--- src/rtl/tcpop_pkg.sv ---
// tcpop_pkg: beat types, command and result codes, parser phases and sizes
// for the tcp option parser; no dependencies
package tcpop_pkg;

	localparam int MAX_OPTION_BYTES_DEF = 40;
	localparam int POS_W                = 6;
	localparam int IDX_W                = 5;
	localparam int KIND_W               = 8;
	localparam int KINDS                = 256;

	localparam logic [1:0] CMD_BYTE  = 2'd0;
	localparam logic [1:0] CMD_QUERY = 2'd1;
	localparam logic [1:0] CMD_BEGIN = 2'd2;

	localparam logic [1:0] RK_RECORD  = 2'd0;
	localparam logic [1:0] RK_SUMMARY = 2'd1;
	localparam logic [1:0] RK_QUERY   = 2'd2;

	localparam logic [KIND_W-1:0] KIND_EOL = 8'd0;
	localparam logic [KIND_W-1:0] KIND_NOP = 8'd1;
	localparam logic [KIND_W-1:0] HDR_LEN  = 8'd2;

	typedef enum logic [2:0] {
		PH_IDLE,
		PH_KIND,
		PH_LEN,
		PH_BODY,
		PH_ENDED,
		PH_BROKEN
	} phase_t;

	typedef struct packed {
		logic [1:0]        cmd;
		logic              last_byte;
		logic [KIND_W-1:0] byte_value;
	} in_beat_t;

	typedef struct packed {
		logic [1:0]        result_kind;
		logic [KIND_W-1:0] option_kind;
		logic [POS_W-1:0]  option_offset;
		logic [POS_W-1:0]  body_length;
		logic [IDX_W-1:0]  option_index;
		logic              present;
		logic              parse_ok;
		logic [IDX_W-1:0]  option_count;
		logic              last_result;
	} out_beat_t;

endpackage

--- src/rtl/tcpop_ram.sv ---
// tcpop_ram: generic single-write, single-read ram with registered read data
// no dependencies
module tcpop_ram #(
	parameter int WIDTH = 8,
	parameter int DEPTH = 256
) (
	input  logic                     clk,
	input  logic                     wr_en,
	input  logic [$clog2(DEPTH)-1:0] wr_addr,
	input  logic [WIDTH-1:0]         wr_data,
	input  logic                     rd_en,
	input  logic [$clog2(DEPTH)-1:0] rd_addr,
	output logic [WIDTH-1:0]         rd_data
);

	logic [WIDTH-1:0] mem_q [DEPTH];

	always_ff @(posedge clk) begin
		if (wr_en) begin
			mem_q[wr_addr] <= wr_data;
		end
		if (rd_en) begin
			rd_data <= mem_q[rd_addr];
		end
	end

endmodule

--- src/rtl/tcp_option_parser_unit.sv ---
// tcp_option_parser_unit: streaming parser for the tcp header option area
// depends on tcpop_pkg and tcpop_ram
//
// Takes one option-area byte, query or begin command per beat and can accept
// a beat every cycle while the output has room. Each beat is registered into
// stage 1, where the parser phase, the 256-bit presence map and the kind
// index ram are updated together; results go to a two-slot output register.
// A beat that yields one result (or none) keeps the rate at one beat per
// cycle while the receiver takes results; a last byte that completes an
// option yields a record and a summary, which fill both output slots, so the
// next beat with a result holds until the summary moves up. The index ram is
// read when a query is accepted and a same-cycle index write is forwarded,
// so queries see every option completed before them. No clearing pass:
// presence bits clear on begin and reset; only present kinds use ram data.
module tcp_option_parser_unit
	import tcpop_pkg::*;
#(
	parameter int MAX_OPTION_BYTES = MAX_OPTION_BYTES_DEF
) (
	input  logic      clk,
	input  logic      arst_n,
	input  logic      opt_valid,
	output logic      opt_ready,
	input  in_beat_t  opt_data,
	output logic      res_valid,
	input  logic      res_ready,
	output out_beat_t res_data
);

	// stage 1 input register
	logic     s1_v_q;
	in_beat_t s1_q;
	logic     s1_fire;
	logic     opt_acc;

	// parser state
	phase_t            phase_q, phase_d, ph_mid;
	logic [POS_W-1:0]  pos_q, pos_d, pos_inc;
	logic [KIND_W-1:0] kind_q, kind_d;
	logic [POS_W-1:0]  rem_q, rem_d, rem_dec;
	logic [POS_W-1:0]  start_q, start_d;
	logic [IDX_W-1:0]  count_q, count_d;
	logic [KINDS-1:0]  found_q;
	logic [KIND_W-1:0] len_lim;

	// per-beat decisions
	logic             rec_hit, sum_hit, qry_hit, clr_hit;
	logic [POS_W-1:0] dlen;

	// index ram and write forwarding
	logic [IDX_W-1:0]  ram_rd;
	logic              wr_en;
	logic              fwd_v_q;
	logic [KIND_W-1:0] fwd_addr_q;
	logic [IDX_W-1:0]  fwd_data_q;
	logic [IDX_W-1:0]  qry_idx;
	logic              qry_pres;

	// results
	out_beat_t rec_beat, sum_beat, qry_beat, r0, r1;
	logic [1:0] n_res;

	// two-slot output register
	logic      out_v_q, ex_v_q;
	out_beat_t out_q, ex_q;
	logic      out_room;

	assign opt_acc   = opt_valid && opt_ready;
	assign opt_ready = !s1_v_q || s1_fire;
	assign out_room  = !ex_v_q && (!out_v_q || res_ready);
	assign s1_fire   = s1_v_q && ((n_res == 2'd0) || out_room);
	assign wr_en     = s1_fire && rec_hit;

	assign pos_inc = pos_q + POS_W'(1);
	assign rem_dec = (rem_q != '0) ? rem_q - POS_W'(1) : rem_q;
	// room left in the area from this option's kind byte on
	assign len_lim = KIND_W'(MAX_OPTION_BYTES) - {{(KIND_W-POS_W){1'b0}}, start_q};

	tcpop_ram #(
		.WIDTH (IDX_W),
		.DEPTH (KINDS)
	) u_idx_ram (
		.clk     (clk),
		.wr_en   (wr_en),
		.wr_addr (kind_q),
		.wr_data (count_q),
		.rd_en   (opt_acc),
		.rd_addr (opt_data.byte_value),
		.rd_data (ram_rd)
	);

	// next state of the parser
	always_comb begin
		ph_mid  = phase_q;
		pos_d   = pos_q;
		kind_d  = kind_q;
		rem_d   = rem_q;
		start_d = start_q;
		count_d = count_q;
		rec_hit = 1'b0;
		sum_hit = 1'b0;
		qry_hit = 1'b0;
		clr_hit = 1'b0;
		dlen    = '0;
		case (s1_q.cmd)
			CMD_BEGIN: begin
				clr_hit = 1'b1;
				ph_mid  = PH_KIND;
				pos_d   = '0;
				kind_d  = '0;
				rem_d   = '0;
				start_d = '0;
				count_d = '0;
			end
			CMD_QUERY: begin
				qry_hit = 1'b1;
			end
			CMD_BYTE: begin
				if (phase_q != PH_IDLE) begin
					if (pos_q >= POS_W'(MAX_OPTION_BYTES)) begin
						// oversized area
						ph_mid = PH_BROKEN;
					end else begin
						pos_d = pos_inc;
						case (phase_q)
							PH_KIND: begin
								if (s1_q.byte_value == KIND_EOL) begin
									ph_mid = PH_ENDED;
								end else if (s1_q.byte_value != KIND_NOP) begin
									kind_d  = s1_q.byte_value;
									start_d = pos_q;
									ph_mid  = s1_q.last_byte ? PH_BROKEN : PH_LEN;
								end
							end
							PH_LEN: begin
								if (s1_q.byte_value < HDR_LEN || s1_q.byte_value > len_lim) begin
									ph_mid = PH_BROKEN;
								end else if (s1_q.byte_value == HDR_LEN) begin
									rec_hit = 1'b1;
									ph_mid  = PH_KIND;
								end else begin
									rem_d  = POS_W'(s1_q.byte_value - HDR_LEN);
									ph_mid = s1_q.last_byte ? PH_BROKEN : PH_BODY;
								end
							end
							PH_BODY: begin
								rem_d = rem_dec;
								if (rem_dec == '0) begin
									rec_hit = 1'b1;
									dlen    = pos_inc - start_q - POS_W'(HDR_LEN);
									ph_mid  = PH_KIND;
								end else if (s1_q.last_byte) begin
									ph_mid = PH_BROKEN;
								end
							end
							default: begin
							end
						endcase
					end
					if (rec_hit && count_q != '1) begin
						count_d = count_q + IDX_W'(1);
					end
					sum_hit = s1_q.last_byte;
				end
			end
			default: begin
			end
		endcase
		phase_d = sum_hit ? PH_IDLE : ph_mid;
	end

	// query answer, with the index written in the load cycle forwarded
	assign qry_pres = found_q[s1_q.byte_value];
	assign qry_idx  = (fwd_v_q && fwd_addr_q == s1_q.byte_value) ? fwd_data_q : ram_rd;

	// result beats
	always_comb begin
		rec_beat               = '0;
		rec_beat.result_kind   = RK_RECORD;
		rec_beat.option_kind   = kind_q;
		rec_beat.option_offset = start_q;
		rec_beat.body_length   = dlen;
		rec_beat.option_index  = count_q;
		rec_beat.last_result   = !sum_hit;

		sum_beat              = '0;
		sum_beat.result_kind  = RK_SUMMARY;
		sum_beat.parse_ok     = (ph_mid != PH_BROKEN);
		sum_beat.option_count = count_d;
		sum_beat.last_result  = 1'b1;

		qry_beat              = '0;
		qry_beat.result_kind  = RK_QUERY;
		qry_beat.option_kind  = s1_q.byte_value;
		qry_beat.present      = qry_pres;
		qry_beat.option_index = qry_pres ? qry_idx : '0;
		qry_beat.last_result  = 1'b1;

		r1    = sum_beat;
		n_res = 2'd0;
		r0    = sum_beat;
		if (qry_hit) begin
			r0    = qry_beat;
			n_res = 2'd1;
		end else if (rec_hit) begin
			r0    = rec_beat;
			n_res = sum_hit ? 2'd2 : 2'd1;
		end else if (sum_hit) begin
			n_res = 2'd1;
		end
	end

	// stage 1 and forwarding registers
	always_ff @(posedge clk or negedge arst_n) begin
		if (!arst_n) begin
			s1_v_q  <= 1'b0;
			fwd_v_q <= 1'b0;
		end else begin
			if (opt_acc) begin
				s1_v_q  <= 1'b1;
				fwd_v_q <= wr_en;
			end else if (s1_fire) begin
				s1_v_q <= 1'b0;
			end
		end
	end

	always_ff @(posedge clk) begin
		if (opt_acc) begin
			s1_q       <= opt_data;
			fwd_addr_q <= kind_q;
			fwd_data_q <= count_q;
		end
	end

	// parser state registers; reset looks like a begin
	always_ff @(posedge clk or negedge arst_n) begin
		if (!arst_n) begin
			phase_q <= PH_KIND;
			pos_q   <= '0;
			kind_q  <= '0;
			rem_q   <= '0;
			start_q <= '0;
			count_q <= '0;
			found_q <= '0;
		end else if (s1_fire) begin
			phase_q <= phase_d;
			pos_q   <= pos_d;
			kind_q  <= kind_d;
			rem_q   <= rem_d;
			start_q <= start_d;
			count_q <= count_d;
			if (clr_hit) begin
				found_q <= '0;
			end else if (rec_hit) begin
				found_q[kind_q] <= 1'b1;
			end
		end
	end

	// output slots: out_q is shown, ex_q holds the summary behind a record
	always_ff @(posedge clk or negedge arst_n) begin
		if (!arst_n) begin
			out_v_q <= 1'b0;
			ex_v_q  <= 1'b0;
		end else begin
			if (s1_fire && n_res != 2'd0) begin
				out_v_q <= 1'b1;
				ex_v_q  <= (n_res == 2'd2);
			end else if (out_v_q && res_ready) begin
				if (ex_v_q) begin
					ex_v_q <= 1'b0;
				end else begin
					out_v_q <= 1'b0;
				end
			end
		end
	end

	always_ff @(posedge clk) begin
		if (s1_fire && n_res != 2'd0) begin
			out_q <= r0;
			ex_q  <= r1;
		end else if (out_v_q && res_ready && ex_v_q) begin
			out_q <= ex_q;
		end
	end

	assign res_valid = out_v_q;
	assign res_data  = out_q;

`ifndef SYNTHESIS
	a_ex_needs_out: assert property (@(posedge clk) disable iff (!arst_n)
		ex_v_q |-> out_v_q)
		else $error("second result slot full while first is empty");

	a_pair_fills_ex: assert property (@(posedge clk) disable iff (!arst_n)
		(s1_fire && n_res == 2'd2) |=> ex_v_q)
		else $error("record plus summary did not fill both slots");

	a_not_last_has_tail: assert property (@(posedge clk) disable iff (!arst_n)
		(res_valid && !res_data.last_result) |-> ex_v_q)
		else $error("non-final result shown with nothing behind it");

	a_pos_bound: assert property (@(posedge clk) disable iff (!arst_n)
		pos_q <= POS_W'(MAX_OPTION_BYTES))
		else $error("byte position beyond option area");

	a_count_bound: assert property (@(posedge clk) disable iff (!arst_n)
		count_q <= IDX_W'(MAX_OPTION_BYTES / 2))
		else $error("more records than the area can hold");
`endif

endmodule

--- config.mk ---
export PLATFORM = sky130hd
export DESIGN_NAME = tcp_option_parser_unit
export DESIGN_NICKNAME = d
export VERILOG_FILES = /design/src/rtl/tcpop_pkg.sv /design/src/rtl/tcpop_ram.sv /design/src/rtl/tcp_option_parser_unit.sv
export SDC_FILE = /design/constraint.sdc
export NUM_CORES = 2
export LEC_CHECK = 0
export ABC_AREA = 0
export BUFFER_PORTS_ARGS = -buffer_cell sky130_fd_sc_hd__buf_4
export CAP_MARGIN = 20
export CORE_MARGIN = 5
export CORE_UTILIZATION = 55
export DETAILED_ROUTE_END_ITERATION = 6
export PLACE_DENSITY_LB_ADDON = 0.15
export SYNTH_ARGS = -nofsm -noshare
export SYNTH_HDL_FRONTEND = slang
export SYNTH_SLANG_ARGS = --single-unit
--- constraint.sdc ---
create_clock -name clk -period 6.25 [get_ports clk]
set_input_delay 0.3125 -clock clk [delete_from_list [all_inputs] [get_ports clk]]
set_output_delay 0.3125 -clock clk [all_outputs]
set_load 0.02 [all_outputs]
# After elaboration in Yosys (flattened, before gate mapping)
# Memory sizes are Yosys's and may differ from the RTL's. A register that Yosys moved wholly into a read port is not among the register bits.
# Index checks and enable logic that the tools add are counted.
[word_totals]
reg_bits = 359
ram_bits = 1280
memories = 1
[classes]
addsub = 7
magnitude_cmp = 6
n_eq_ne = 20
muxes = 81
bitwise = 1
reduce_logical = 35
[memory_table]
columns = ["memory", "depth", "width", "read_ports", "rd_clocked_by_memory_dff", "write_ports", "line_no", "text"]
rows = [
  ["u_idx_ram.mem_q", 256, 5, 1, 1, 1, "tcpop_ram.sv:16", "logic [WIDTH-1:0] mem_q [DEPTH];"],
]
[op_table]
columns = ["operator", "count"]
rows = [
  ["$mux W256", 2],
  ["$or A256 B256 Y256", 1],
  ["$mux W35", 3],
  ["$mux W6", 17],
  ["$pmux W6 S2", 4],
  ["$mux W8", 5],
  ["$mux W34", 1],
  ["$mux W3", 11],
  ["$mux W1", 24],
  ["$mux W5", 4],
  ["$lt A8 B9 Y1 const B", 2],
  ["$pmux W8 S2", 1],
  ["$reduce_and A7 Y1", 2],
  ["$reduce_bool A2 Y1", 6],
  ["$sub A6 B2 Y6 const B", 2],
  ["$logic_and A1 B1 Y1", 10],
  ["$pmux W5 S2", 1],
  ["$ne A3 B3 Y1 const B", 3],
  ["$pmux W3 S3", 1],
  ["$bmux W1 S8", 1],
  ["$demux W1 S8", 1],
  ["$eq A8 B2 Y1 const B", 1],
  ["$eq A8 B8 Y1", 1],
  ["$ge A8 B1 Y1 const B", 1],
  ["29 further kinds", 45],
]

# Logic depth before layout (Yosys ltp)
[depth]
depth_word = 18
ltp_mapped = 23
mapped_depth_nobuf = 18

# By module
# From an unflattened synthesis, not the netlist that was laid out.
[hier_totals]
cells_unflattened = 4107
area_unflattened_um2 = 67228.2
[by_module_without_submodules]
columns = ["module", "instances", "cells_per_inst", "area_per_inst_um2"]
rows = [
  ["tcpop_ram", 1, 2497, 50334.5],
  ["tcp_option_parser_unit", 1, 1610, 16893.7],
]

# Worst setup path after synthesis
# Ideal clock, no wire load.
[synth_timing]
path_kind = "register to register"
startpoint = "register count_q[0]"
endpoint = "register out_q, in the netlist res_data[4] (data pin)"
setup_time_ns = 0.257
t_arrival_ns = 5.378
setup_slack_ns = 0.615
stages_incl_launch_ff = 10
period_less_slack_ns = 5.635
path_cell_list = "dfrtp_1 > ha_1 > and3_1 > ha_1 > nor3_1 > and3_1 > a22oi_1 > nor2_1 > xor2_1 > a32o_1"
[synth_between]
elab_chain_cells = 8
[synth_lines]
columns = ["element", "line_no", "text"]
rows = [
  ["start, declared", "tcp_option_parser_unit.sv:42", "logic [IDX_W-1:0] count_q, count_d;"],
  ["start signal, assigned", "tcp_option_parser_unit.sv:252", "count_q <= count_d;"],
  ["parallel branches: the longest is 2 deep, another holds $add A5 B1 Y5", "n/a", ""],
  ["$mux W5 *", "tcp_option_parser_unit.sv:160", "if (rec_hit && count_q != '1) begin"],
  ["$mux W5 *", "tcp_option_parser_unit.sv:119", "if (phase_q != PH_IDLE) begin"],
  ["$pmux W5 S2 *", "tcp_option_parser_unit.sv:105", "case (s1_q.cmd)"],
  ["$mux W34 *", "tcp_option_parser_unit.sv:205", "end else if (rec_hit) begin"],
  ["$mux W35 *", "tcp_option_parser_unit.sv:202", "if (qry_hit) begin"],
  ["$mux W35 *", "tcp_option_parser_unit.sv:281", "if (s1_fire && n_res != 2'd0) begin"],
  ["end signal, assigned", "tcp_option_parser_unit.sv:282", "out_q <= r0;"],
  ["end signal, assigned", "tcp_option_parser_unit.sv:285", "out_q <= ex_q;"],
  ["end, declared", "tcp_option_parser_unit.sv:65", "out_beat_t out_q, ex_q;"],
]
# Every way passes the cells marked *.
# A chain may end at the register's enable or synchronous reset.

# Worst setup path after layout
[layout_timing]
startpoint = "register start_q[0]"
endpoint = "memory u_idx_ram.mem_q[98][4] (netlist bit), enable pin"
[layout_between]
elab_chain_cells = 18
[layout_lines]
columns = ["element", "line_no", "text"]
rows = [
  ["start, declared", "tcp_option_parser_unit.sv:41", "logic [POS_W-1:0] start_q, start_d;"],
  ["start signal, assigned", "tcp_option_parser_unit.sv:251", "start_q <= start_d;"],
  ["$sub A6 B6 Y7 *", "tcp_option_parser_unit.sv:77", "assign len_lim = KIND_W'(MAX_OPTION_BYTES) - {{(KIND_W-POS_W){1'b0}}, start_q};"],
  ["$gt A8 B8 Y1 *", "tcp_option_parser_unit.sv:136", "if (s1_q.byte_value < HDR_LEN || s1_q.byte_value > len_lim) begin"],
  ["$logic_or A1 B1 Y1 *", "tcp_option_parser_unit.sv:136", ""],
  ["$mux W1 *", "tcp_option_parser_unit.sv:136", ""],
  ["$pmux W1 S2 *", "tcp_option_parser_unit.sv:125", "case (phase_q)"],
  ["$mux W1 *", "tcp_option_parser_unit.sv:120", "if (pos_q >= POS_W'(MAX_OPTION_BYTES)) begin"],
  ["$mux W1 *", "tcp_option_parser_unit.sv:119", ""],
  ["$mux W1 *", "tcp_option_parser_unit.sv:105", ""],
  ["[2 not listed]", "n/a", ""],
  ["$mux W2", "tcp_option_parser_unit.sv:205", ""],
  ["$mux W2", "tcp_option_parser_unit.sv:202", ""],
  ["$logic_not A2 Y1", "tcp_option_parser_unit.sv:71", "assign s1_fire = s1_v_q && ((n_res == 2'd0) || out_room);"],
  ["$logic_or A1 B1 Y1", "tcp_option_parser_unit.sv:71", ""],
  ["$logic_and A1 B1 Y1", "tcp_option_parser_unit.sv:71", ""],
  ["$logic_and A1 B1 Y1 *", "tcp_option_parser_unit.sv:72", "assign wr_en = s1_fire && rec_hit;"],
  ["$mux W1 *", "tcpop_ram.sv:19", "if (wr_en) begin"],
  ["$mux W1 (not written as such) *", "tcpop_ram.sv:20", "mem_q[wr_addr] <= wr_data;"],
  ["end, declared", "tcpop_ram.sv:16", ""],
]
# Mark *: on every way between the ends. The rest lies on a longest branch, timed or not. The select of a mux whose other input is x is not followed.

==> qor.yml <==
status:
  status: "finished clean"
yosys:
  synth_compound_area_frac: 0.0414
  avgSynthCellArea_um2: 17.6
  synth_warnings: 0
  synth_top_area_frac: 0.609
  synthArstFlopShare: 0.179
  synth_edf_count: 1350
  synth_area_mm2: 0.0666
  ys_seq_area_frac: 0.719
  yosys.area_share.simple: 0.0533
  synthAdderAreaFrac: 0.00519
  synth_top_family_by_area: "multiplexers"
  ys.flop_type: "edfxtp_1"
  synthCells: 3783
  synth_nets: 3825
  yosys.area_share.xor_xnor: 0.00381
  synth.distinct_cells: 70
  netlist_top_cells_area: "edfxtp_1 (61%), mux4_2 (15%), dfrtp_1 (11%)"
  yosysTopAreaCell: "edfxtp_1"
  ys_ff_latch: 1644
  muxShareOfSynthArea: 0.159
global_routing:
  grt_pass1_wl_um: 239000
  grt_max_degree: 167
  grt_pass1_vias: 35700
  grt_use_total: 0.254
  grt_antenna_before_repair: 2
  globalRoute.totalOverflow: 0
placement:
  dp.cells: 5289
  port_buffers: 51
  hpwl_um: 97400
  gp_congestion: 0.873
floorplanning:
  coreArea_mm2: 0.120
  die_y_um: 358
  initial_core_util: 0.554
  row_count: 127
  ios: 52
  die_area_mm2: 0.128
  die_w_um: 358
routing:
  num_vias: 35300
  wl_per_cell_um: 28.3
  first_pass_iters: 5
  initialDrtViolationCount: 3824
  drc: 0
  viasPerCell: 6.29
  ant_nets: 0
  wl_um: 159000
min_path:
  hp-class: "in -> async"
layout:
  nNetsFinal: 3899
  antenna_cells: 0
  fin_cells: 5606
  fillers: 8581
  seqCellArea_mm2: 0.0479
  multi_input_area_mm2: 0.0175
  syn_to_final_growth_pct: 11.8
  drive_gt1_frac: 0.218
timing:
  setup_viol: 0
  clock_skew_ns: 0.0296
  hold_violations: 0
  timing.final.max_slew_violations: 0
  slew_headroom: 0.226
  rsz0062_at_grt: "true"
  tightest_slew_ns: 1.16
  holdWs_ns: 0.0689
  min_period_ns: 5.82
  post-route-period-util: 0.931
  max_freq_mhz: 172
power_and_ir_drop:
  seqPwrFrac: 0.513
  vdd_drop_max_mv: 0.319
  internal-power_uw: 18200
  switching_share: 0.227
  combPwrFrac: 0.064
  p_per_area_mw_per_mm2: 316
  leakage_uw: 0.0258
  p_clk_frac: 0.423
  p_sw_uw: 5340
critical_path:
  critPathKind: "reg -> reg"
  start_kind: "flop"
  crit_arrival_ns: 6.25
  worstPathMaxFanout: 78
  reg2reg_depth: 17
  required_ns: 6.68
  end_kind: "flop"
clock_network:
  cts_sinks: 1644
  clockBufferDepth: 3
  cts_tree: "yes"
  clk-insertion-delay-late_ns: 0.81
  h-tree-depth: 4
  clk_pin_slew_ns: 0.07
  cts-root-buf: "clkbuf_16"
  cts_buffers: 164
run:
  max_cap_violations: 0
-- per-stage QoR --
stage	setup slack, ns	util	TNS [ns]	power, uW	instance area (um2)
after global routing	-0.0508	0.620	-0.948	24300	74400
after detailed placement	0.214	0.573	0	13800	68800
after floorplan	0.615	-	0	13200	66600
after CTS	0.306	0.619	0	23600	74400
final	0.433	0.620	0	23500	74400
after global placement	0.358	0.573	0	13800	68800
-- repair_timing --
item,CTS,global route
setup endpoints to repair,0,367
hold buffers,10,0
gates resized for setup,0,0
buffers inserted,0,1
endpoints found under the hold margin,78,0
-- cells in the mapped netlist (4+ instances only) --
| library cell | n |
|---|---|
| a211oi_1 | 5 |
| mux2_2 | 9 |
| buf_6 | 12 |
| nor2b_1 | 18 |
| a221oi_1 | 9 |
| inv_1 | 28 |
| a21oi_1 | 42 |
| nor3b_1 | 4 |
| buf_4 | 11 |
| clkbuf_1 | 159 |
| nand2b_1 | 17 |
| o21ai_0 | 293 |
| a32o_1 | 4 |
| mux4_2 | 450 |
| a22oi_1 | 33 |
| ha_1 | 26 |
| buf_2 | 38 |
| xnor2_1 | 18 |
| o31ai_1 | 11 |
| nand3_1 | 27 |
| nand2_1 | 400 |
| o22ai_1 | 7 |
| nor3_1 | 24 |
| nor4_1 | 8 |
| dfrtp_1 | 293 |
| or4_1 | 5 |
| a22o_1 | 19 |
| nand4_1 | 4 |
| a21o_1 | 4 |
| nor2_1 | 305 |
| o211ai_1 | 5 |
| a31oi_1 | 8 |
| or2_2 | 4 |
| xor2_1 | 11 |
| and2_1 | 12 |
| buf_1 | 21 |
| mux2i_1 | 34 |
| nand4b_1 | 4 |
| edfxtp_1 | 1350 |
-- routing by layer --
layer	track usage	vias to the layer above	wire length (um)
li1	-	15000	-
met1	0.373	18600	67000
met2	0.394	1457	75900
met3	0.0523	225	11900
met4	0.0708	0	3970
met5	0	-	0
-- final cells by class --
cell class / instances / area share
clock buffer: 205 / 0.0583
clock inverter: 98 / 0.0152
inverter: 30 / 0.00151
multi-input combinational: 1868 / 0.235
sequential: 1644 / 0.644
tap: 1612 / 0.0271
timing repair buffer: 149 / 0.0189
-- flip-flops by register name, summed over array words and instances, names as in the netlist --
signal             cells
u_idx_ram.mem_q     1280
found_q              256
res_data              35
fwd_addr_q             8
kind_q                 8
qry_beat               8
ex_q                   6
pos_q                  6
rem_q                  6
start_q                6
count_q                5
fwd_data_q             5
u_idx_ram.rd_data      5
phase_q                3
s1_q                   3
ex_v_q                 1
fwd_v_q                1
res_valid              1
s1_v_q                 1
-- cell families (layout without fill, tap and decap cells) --
family / after synthesis / count (layout)
fa+ha+maj: 27 / 27
compound gates: 469 / 469
flops: 1644 / 1644
simple gates: 850 / 850
xor+xnor: 29 / 29
buf+inv: 271 / 482
mux: 493 / 493
-- path summary, 6_finish.rpt --
kind,to,slack [ns],from
worst max-delay path,u_idx_ram.mem_q[98][4],0.43,start_q[0]
worst min-delay path,phase_q[2],0.07,arst_n
worst max register to register,u_idx_ram.mem_q[98][4],0.43,start_q[0]
worst min register to register,found_q[220],0.47,found_q[220]
max in group asynchronous,found_q[216],4.77,arst_n
min in group clk,qry_beat[27],0.10,opt_data[2]
-- cells in the final DEF (no fill, tap or decap), types with 17 or more instances in the layout --
cell       instances
a21oi_1           42
a22o_1            19
a22oi_1           33
buf_12            17
buf_4            116
bufinv_16         19
clkbuf_1          35
clkbuf_16        166
clkinv_1          25
clkinv_2          28
dfrtp_1          288
edfxtp_1        1350
ha_1              26
inv_1             28
mux2i_1           34
mux4_2           450
nand2_1          398
nand2b_1          17
nand3_1           27
nor2_1           304
nor3_1            23
o21ai_0          293
xnor2_1           18
-- power by group through the flow --
stage,registers [uW],logic [uW],clock network [uW]
2_1_floorplan,12300,953,0
3_3_place_gp,12300,1480,0
3_5_place_dp,12300,1480,0
4_1_cts,12100,1490,10100
5_1_grt,12100,1620,10600
6_report,12100,1500,9950
-- worst max-delay path, stage by stage, from the launching register on --
cell	delay (ns)
dfrtp_1	0.39
inv_1	0.10
ha_1	0.22
a21boi_0	0.30
o21ai_0	0.18
ha_1	0.34
a21oi_1	0.14
o21ai_0	0.10
o22ai_1	0.37
a41oi_2	0.35
nor2_4	0.28
ha_1	0.28
nor3_1	0.27
or2_2	0.17
nand2_1	0.19
or4b_4	0.90
buf_12	0.36
nor2_1	0.44
(Power assumes the default switching activity.)
